<file path="src/rtl/core/gzhp_pkg.sv">
// gzhp_pkg: word types, parse phase encoding and header constants for the
// gzip member header parser. No dependencies; used by gzhp_parse and the core.
`default_nettype none

package gzhp_pkg;

   typedef enum logic [2:0] {
      KIND_HEADER   = 3'd0,
      KIND_DONE     = 3'd1,
      KIND_PAYLOAD  = 3'd2,
      KIND_BADMAGIC = 3'd3,
      KIND_BADMETH  = 3'd4,
      KIND_TRUNC    = 3'd5
   } kind_type;

   typedef enum logic [14:0] {
      PH_MAGIC0     = 15'h0001,
      PH_MAGIC1     = 15'h0002,
      PH_METHOD     = 15'h0004,
      PH_FLAGS      = 15'h0008,
      PH_FIXED      = 15'h0010,
      PH_XLEN0      = 15'h0020,
      PH_XLEN1      = 15'h0040,
      PH_EXTRA      = 15'h0080,
      PH_NAME       = 15'h0100,
      PH_COMMENT    = 15'h0200,
      PH_HCRC       = 15'h0400,
      PH_PAYLOAD    = 15'h0800,
      PH_ERR_MAGIC  = 15'h1000,
      PH_ERR_METHOD = 15'h2000,
      PH_ERR_TRUNC  = 15'h4000
   } phase_type;

   typedef struct packed {
      logic [7:0] data_byte;
      logic       stream_start;
      logic       stream_end;
   } req_word_type;

   typedef struct packed {
      kind_type   byte_kind;
      logic [7:0] payload_byte;
      logic [7:0] header_flags;
   } rsp_word_type;

   typedef struct packed {
      phase_type   phase;
      logic [15:0] count;
      logic [7:0]  flags;
   } parse_state_type;

   localparam logic [7:0]  MAGIC_ID1     = 8'h1f;
   localparam logic [7:0]  MAGIC_ID2     = 8'h8b;
   localparam logic [7:0]  MAGIC_ID2_OLD = 8'h9e;
   localparam logic [7:0]  CM_DEFLATE    = 8'd8;
   localparam logic [7:0]  STR_TERM      = 8'h00;
   localparam logic [16:0] FIXED_LEN     = 17'd6;
   localparam logic [16:0] HCRC_LEN      = 17'd2;

   localparam int FLG_HCRC_BIT    = 1;
   localparam int FLG_EXTRA_BIT   = 2;
   localparam int FLG_NAME_BIT    = 3;
   localparam int FLG_COMMENT_BIT = 4;

   localparam logic [1:0] SEC_EXTRA   = 2'd0;
   localparam logic [1:0] SEC_NAME    = 2'd1;
   localparam logic [1:0] SEC_COMMENT = 2'd2;
   localparam logic [1:0] SEC_HCRC    = 2'd3;

   // first optional section at or after from_sel that the flags enable
   function automatic phase_type next_section(input logic [1:0] from_sel,
                                              input logic [7:0] flg);
      phase_type ph;
      if (from_sel == SEC_EXTRA && flg[FLG_EXTRA_BIT]) begin
         ph = PH_XLEN0;
      end else if ((from_sel == SEC_EXTRA || from_sel == SEC_NAME) &&
                   flg[FLG_NAME_BIT]) begin
         ph = PH_NAME;
      end else if (from_sel != SEC_HCRC && flg[FLG_COMMENT_BIT]) begin
         ph = PH_COMMENT;
      end else if (flg[FLG_HCRC_BIT]) begin
         ph = PH_HCRC;
      end else begin
         ph = PH_PAYLOAD;
      end
      return ph;
   endfunction

endpackage

`default_nettype wire

</file>
<file path="src/rtl/core/gzip_header_parser_core.sv">
// gzip_header_parser_core: gzip member header parser top level, input word
// register, parse state and result register. Depends on gzhp_pkg, gzhp_parse.
//
//   port group   dir  payload         notes
//   req_*        in   req_word_type   one stream byte per word
//   rsp_*        out  rsp_word_type   one classification per input word
//
// One word per cycle unless rsp_stall holds; a word is staged, then registered out.
// The parse state advances when the staged input word moves into the result
// register, so throughput is set by that single state update per cycle.
// Synchronous reset clears both valid flags and returns the parser to the
// first magic byte. rsp_stall holds the result; the input stage keeps taking
// a word while it has room, then req_stall rises.
`default_nettype none

module gzip_header_parser_core
   import gzhp_pkg::*;
(
   input  wire logic         clock,
   input  wire logic         reset,
   input  wire logic         req_valid,
   output      logic         req_stall,
   input  wire req_word_type req_word,
   output      logic         rsp_valid,
   input  wire logic         rsp_stall,
   output      rsp_word_type rsp_word
);

   logic            s1_valid_ff;
   logic            s1_valid_in;
   req_word_type    s1_word_ff;
   logic            rsp_valid_ff;
   logic            rsp_valid_in;
   rsp_word_type    rsp_word_ff;
   parse_state_type state_ff;
   parse_state_type state_in;
   rsp_word_type    step_rsp;
   logic            advance;
   logic            s1_load;

   assign advance      = s1_valid_ff && (!rsp_valid_ff || !rsp_stall);
   assign req_stall    = s1_valid_ff && !advance;
   assign s1_load      = req_valid && !req_stall;
   assign s1_valid_in  = s1_load || (s1_valid_ff && !advance);
   assign rsp_valid_in = advance || (rsp_valid_ff && rsp_stall);

   gzhp_parse u_parse (
      .word (s1_word_ff),
      .cur  (state_ff),
      .nxt  (state_in),
      .rsp  (step_rsp)
   );

   always_ff @(posedge clock) begin
      if (reset) begin
         s1_valid_ff    <= 1'b0;
         rsp_valid_ff   <= 1'b0;
         state_ff.phase <= PH_MAGIC0;
         state_ff.count <= 16'd0;
         state_ff.flags <= 8'd0;
      end else begin
         s1_valid_ff  <= s1_valid_in;
         rsp_valid_ff <= rsp_valid_in;
         if (advance) begin
            state_ff <= state_in;
         end
      end
   end

   always_ff @(posedge clock) begin
      if (s1_load) begin
         s1_word_ff <= req_word;
      end
      if (advance) begin
         rsp_word_ff <= step_rsp;
      end
   end

   assign rsp_valid = rsp_valid_ff;
   assign rsp_word  = rsp_word_ff;

   a_err_sticky: assert property (@(posedge clock) disable iff (reset)
      (advance && state_ff.phase == PH_ERR_MAGIC && !s1_word_ff.stream_start)
      |=> state_ff.phase == PH_ERR_MAGIC)
      else $error("magic error state left without restart");

   a_state_hold: assert property (@(posedge clock) disable iff (reset)
      !advance |=> $stable(state_ff))
      else $error("parse state changed without a word moving");

   a_pay_zero: assert property (@(posedge clock) disable iff (reset)
      (rsp_valid_ff && rsp_word_ff.byte_kind != KIND_PAYLOAD)
      |-> rsp_word_ff.payload_byte == 8'd0)
      else $error("payload byte set on a non-payload word");

   a_magic_flags: assert property (@(posedge clock) disable iff (reset)
      (rsp_valid_ff && rsp_word_ff.byte_kind == KIND_BADMAGIC)
      |-> rsp_word_ff.header_flags == 8'd0)
      else $error("flags captured before magic check passed");

   a_req_room: assert property (@(posedge clock) disable iff (reset)
      !s1_valid_ff |-> !req_stall)
      else $error("input stalled with empty input stage");

endmodule

`default_nettype wire

</file>
<file path="src/rtl/core/gzhp_parse.sv">
// gzhp_parse: one header parse step, current state and input word to next
// state and result word. Purely combinational. Depends on gzhp_pkg.
`default_nettype none

module gzhp_parse
   import gzhp_pkg::*;
(
   input  req_word_type    word,
   input  parse_state_type cur,
   output parse_state_type nxt,
   output rsp_word_type    rsp
);

   phase_type   ph;
   logic [15:0] cnt;
   logic [7:0]  flg;
   logic [7:0]  b;
   logic        in_header;
   logic [16:0] cnt_inc;
   logic [15:0] cnt_dec;
   logic [15:0] xlen;
   phase_type   n_ph;
   logic [15:0] n_cnt;
   logic [7:0]  n_flg;
   kind_type    kind;
   logic [7:0]  pay;

   assign b       = word.data_byte;
   assign ph      = word.stream_start ? PH_MAGIC0 : cur.phase;
   assign cnt     = word.stream_start ? 16'd0 : cur.count;
   assign flg     = word.stream_start ? 8'd0 : cur.flags;
   assign cnt_inc = {1'b0, cnt} + 17'd1;
   assign cnt_dec = cnt - 16'd1;
   assign xlen    = cnt | {b, 8'h00};

   always_comb begin
      n_ph  = ph;
      n_cnt = cnt;
      n_flg = flg;
      kind  = KIND_HEADER;
      pay   = 8'd0;
      in_header = 1'b1;
      case (ph)
         PH_MAGIC0: begin
            if (b == MAGIC_ID1) begin
               n_ph = PH_MAGIC1;
            end else begin
               n_ph = PH_ERR_MAGIC;
               kind = KIND_BADMAGIC;
            end
         end
         PH_MAGIC1: begin
            if (b == MAGIC_ID2 || b == MAGIC_ID2_OLD) begin
               n_ph = PH_METHOD;
            end else begin
               n_ph = PH_ERR_MAGIC;
               kind = KIND_BADMAGIC;
            end
         end
         PH_METHOD: begin
            if (b == CM_DEFLATE) begin
               n_ph = PH_FLAGS;
            end else begin
               n_ph = PH_ERR_METHOD;
               kind = KIND_BADMETH;
            end
         end
         PH_FLAGS: begin
            n_flg = b;
            n_cnt = 16'd0;
            n_ph  = PH_FIXED;
         end
         PH_FIXED: begin
            n_cnt = cnt_inc[15:0];
            if (cnt_inc >= FIXED_LEN) begin
               n_cnt = 16'd0;
               n_ph  = next_section(SEC_EXTRA, flg);
            end
         end
         PH_XLEN0: begin
            n_cnt = {8'd0, b};
            n_ph  = PH_XLEN1;
         end
         PH_XLEN1: begin
            n_cnt = xlen;
            n_ph  = (xlen == 16'd0) ? next_section(SEC_NAME, flg) : PH_EXTRA;
         end
         PH_EXTRA: begin
            n_cnt = cnt_dec;
            if (cnt_dec == 16'd0) begin
               n_ph = next_section(SEC_NAME, flg);
            end
         end
         PH_NAME: begin
            if (b == STR_TERM) begin
               n_ph = next_section(SEC_COMMENT, flg);
            end
         end
         PH_COMMENT: begin
            if (b == STR_TERM) begin
               n_ph = next_section(SEC_HCRC, flg);
            end
         end
         PH_HCRC: begin
            n_cnt = cnt_inc[15:0];
            if (cnt_inc >= HCRC_LEN) begin
               n_cnt = 16'd0;
               n_ph  = PH_PAYLOAD;
            end
         end
         PH_PAYLOAD: begin
            in_header = 1'b0;
            kind      = KIND_PAYLOAD;
            pay       = b;
         end
         PH_ERR_MAGIC: begin
            in_header = 1'b0;
            kind      = KIND_BADMAGIC;
         end
         PH_ERR_METHOD: begin
            in_header = 1'b0;
            kind      = KIND_BADMETH;
         end
         default: begin
            in_header = 1'b0;
            n_ph      = PH_ERR_TRUNC;
            kind      = KIND_TRUNC;
         end
      endcase

      if (in_header && kind == KIND_HEADER) begin
         if (n_ph == PH_PAYLOAD) begin
            kind = KIND_DONE;
         end else if (word.stream_end) begin
            n_ph  = PH_ERR_TRUNC;
            n_cnt = 16'd0;
            kind  = KIND_TRUNC;
         end
      end
   end

   assign nxt.phase        = n_ph;
   assign nxt.count        = n_cnt;
   assign nxt.flags        = n_flg;
   assign rsp.byte_kind    = kind;
   assign rsp.payload_byte = pay;
   assign rsp.header_flags = n_flg;

endmodule

`default_nettype wire

</file>
<file path="config.mk">
export PLATFORM = sky130hd
export DESIGN_NAME = gzip_header_parser_core
export DESIGN_NICKNAME = d
export VERILOG_FILES = /design/src/rtl/core/gzhp_pkg.sv /design/src/rtl/core/gzip_header_parser_core.sv /design/src/rtl/core/gzhp_parse.sv
export SDC_FILE = /design/constraint.sdc
export NUM_CORES = 1
export LEC_CHECK = 0
export BUFFER_PORTS_ARGS = -buffer_cell sky130_fd_sc_hd__buf_2
export CAP_MARGIN = 10
export CORE_MARGIN = 2
export CORE_UTILIZATION = 55
export DETAILED_ROUTE_END_ITERATION = 6
export PLACE_DENSITY = 0.74
export SLEW_MARGIN = 20
export SYNTH_ARGS = -nofsm -noshare
export SYNTH_HDL_FRONTEND = slang
export SYNTH_SLANG_ARGS = --single-unit
</file>
<file path="constraint.sdc">
create_clock -name clock -period 4.4 [get_ports clock]
set_clock_uncertainty 0.1 [all_clocks]
set_input_delay 0.66 -clock clock [delete_from_list [all_inputs] [get_ports clock]]
set_output_delay 0.66 -clock clock [all_outputs]
set_load 0.01 [all_outputs]
</file>
==> impl_metrics.yaml <==
hold_path:
  worstHoldPathCells: 1
  whs_endpoint: "s1_word_ff[3]"
  hold_path.class: "in -> reg"
  hold_start: "req_word[3]"
pwr:
  irDropWorstVdd_uv: 190
  power_density_mw_per_mm2: 273
  leakagePower_nw: 1.76
synthesis:
  syn_area_per_cell_um2: 8.04
  yosys_most_used_dff: "dfxtp_1"
  seq_area_frac_synth_pct: 36.7
  netlist_area_mm2: 0.00461
  async_flop_share_pct: 0
  synth_cell_type_count: 77
  synthCells: 574
  synth-edff-count: 29
  syn-num-nets: 590
  synth-seq-cells: 70
  yosysWarnings: 0
timing:
  tns_ns: 0
  fin_ws_ns: 0.448
  setup_viol: 0
  tightest_slew_ns: 1.09
  fmax_ghz: 0.253
  period_minus_slack_ns: 3.95
  period_share_pct: 89.8
  report.final.slew_viol_count: 0
  max_slew_margin_pct: 26.7
  rsz0062_at_grt: "false"
  hold_violations: 0
clocking:
  cts_root_buf: "clkbuf_8"
  cts_hold_buf: 0
  post-cts-setup-buffers: 0
  cts-htree-levels: 3
  cts_tree: "yes"
  cts_buffer_depth: 2
  clock_latency_ns: 0.36
  cts.sinks: 70
  cts_buffers: 9
  cts_resized: 0
  clk_pin_slew_worst_paths_ns: 0.08
critical_path:
  critPathLaunchType: "register"
  critPathBufInv: 1
  cp_max_fo: 9
  end_kind: "register"
  reg2reg_from: "state_ff[8]"
  cp_cell_sequence: "nor2b_1, ha_1, nand3b_1, nor4_2, mux2i_1, a31oi_1, nor4bb_1, buf_4, a2111o_4, nand3_2, nor2_2, or3_1"
  reg2reg_depth: 12
  critical_path.top_delay_family: "simple AND/OR/NAND/NOR gates"
  slowest_stage: "a2111o_4"
  reg2reg_to: "rsp_word[18]"
  critPathArrivalTime_ns: 3.96
  required_ns: 4.41
  path_class: "reg -> reg"
  max_stage_delay_ns: 0.54
  regToRegSetupSlack_ns: 0.45
global_routing:
  grt_start_max_net_pins: 45
  antenna_found_initial: 0
  grt_usage_pct: 31.5
  grt_pass1_wl_um: 21800
  grt_pass1_vias: 4257
  grt_overflow_total: 0
placed_design:
  pre_cts_slack_ns: 0.579
  dpl-instance-area_mm2: 0.00483
  portBuffers: 34
  dp.final_hpwl_um: 9500
  gp_congestion: 0.989
detailed_routing:
  routed_wl_um: 13700
  drc: 0
  drt_pass1_iterations: 6
  num_vias: 4509
  wl_per_cell_um: 19.4
  ant_nets: 0
  drt_iter0_drc: 501
  via_per_inst: 6.40
final_layout:
  finalInstanceArea_mm2: 0.00502
  antenna_cells: 0
  drive_gt1_share_pct: 14.3
  layout.nets: 611
  areaGrowthSynthToFinish_pct: 8.81
job:
  drv_cap: 0
floorplan:
  io_pins: 35
  initial_core_util_pct: 56.4
  num_rows: 33
  dieWidth_um: 95.6
  die_y_um: 95.6
  core_mm2: 0.00818
  dieArea_mm2: 0.00914
run_status:
  status: "completed"
## Yosys cell counts (4+ instances only)
| cell | number | area, µm² |
|---|---|---|
| nand3_1 | 16 | 80.1 |
| o21ai_0 | 36 | 180 |
| dfxtp_1 | 41 | 821 |
| a22oi_1 | 5 | 37.5 |
| nor2b_1 | 10 | 62.6 |
| and3_1 | 6 | 37.5 |
| nor4_1 | 6 | 37.5 |
| or2_2 | 6 | 37.5 |
| o22ai_1 | 6 | 37.5 |
| edfxtp_1 | 29 | 871 |
| inv_1 | 15 | 56.3 |
| nor3_1 | 26 | 130 |
| nand4b_1 | 7 | 61.3 |
| nor2_1 | 78 | 293 |
| o21a_1 | 6 | 45.0 |
| nand2_1 | 84 | 315 |
| a31oi_1 | 4 | 25.0 |
| buf_2 | 9 | 45.0 |
| o21ai_1 | 6 | 30.0 |
| nand2b_1 | 8 | 50.1 |
| o211ai_1 | 4 | 30.0 |
| nand4_1 | 9 | 56.3 |
| and2_1 | 10 | 62.6 |
| a211oi_1 | 4 | 30.0 |
| a21oi_1 | 36 | 180 |
| clkbuf_1 | 19 | 71.3 |
| xnor2_1 | 8 | 70.1 |
## worst max-delay path by stage
stage / cells after the start / slack (ns) / start / to
6_report: 12 / 0.45 / state_ff[8] / rsp_word[18]
5_1_grt: 12 / 0.22 / state_ff[8] / rsp_word[18]
2_1_floorplan: 17 / 0.74 / s1_word_ff[1] / rsp_word[18]
4_1_cts: 12 / 0.56 / state_ff[8] / rsp_word[18]
3_3_place_gp: 12 / 0.75 / state_ff[8] / rsp_word[18]
3_5_place_dp: 12 / 0.58 / state_ff[8] / rsp_word[18]
## final cells by class
class | instances | area (µm²)
clock buffers | 11 | 131
fillers | 763 | 3150
flip-flops and latches | 70 | 1690
well taps | 105 | 131
inverters | 17 | 63.8
multi-input cells | 456 | 2720
clock inverters | 5 | 60.1
repair buffers | 41 | 223
## cells in the final DEF, fill, tap and decap left out, drive strengths merged, types with 4 or more instances in the layout
master  instances
nand2          85
nor2           79
o21ai          42
dfxtp          41
buf            41
a21oi          36
edfxtp         29
nor3           28
nand3          17
inv            16
nand4          12
nor4           12
clkbuf         11
nor2b          10
and2           10
nand2b          8
xnor2           8
nand4b          7
or2             6
and3            6
o21a            6
o22ai           6
a22oi           5
a31oi           5
a211oi          5
nor4b           5
o211ai          4
clkinv          4
## flip-flops by register name, summed over array words and instances, names as in the netlist
signal / flops
s1_valid_ff: 1
rsp_valid: 1
s1_word_ff: 10
state_ff: 39
rsp_word: 19
## kinds of logic after synthesis
group	share of synthesized area, %
AOI/OAI and AO/OA	20.2
xor gates and xnor gates	2.09
adders and majority gates	0.542
buffers and inverters	4.42
DFF	36.7
muxes	0.651
and+or+nand+nor	35.5
## routing by layer
metal,global-route usage (%),vias to the layer above,share of wire (%)
met3,7.27,37,10
li1,-,2133,-
met1,42.0,2076,41
met2,50.1,263,46
met5,0,-,0
met4,11.3,0,2.5
## worst reg2reg max path, cell delays in order (launching register included)
cell and delay, ns:
dfxtp_1 0.47, nor2b_1 0.44, ha_1 0.47, nand3b_1 0.25, nor4_2 0.29, mux2i_1 0.23, a31oi_1 0.07, nor4bb_1 0.16
buf_4 0.18, a2111o_4 0.54, nand3_2 0.13, nor2_2 0.07, or3_1 0.29
## power by group
part | switching [mW] | internal, mW
clock | 0.257 | 0.264
sequential | 0.0243 | 0.697
combinational | 0.0870 | 0.0406
## per-stage QoR
step                      std cells  power (mW)  hold slack (ns)  utilization (%)
after floorplan                 574       0.809            0.351                -
after CTS                       705        1.37            0.368             61.4
after global placement          689       0.858            0.374             59.1
after detailed placement        689       0.861            0.376             59.1
after global routing            705        1.41            0.366             61.4
final                           705        1.37            0.371             61.4
(Power assumes the default switching activity.)
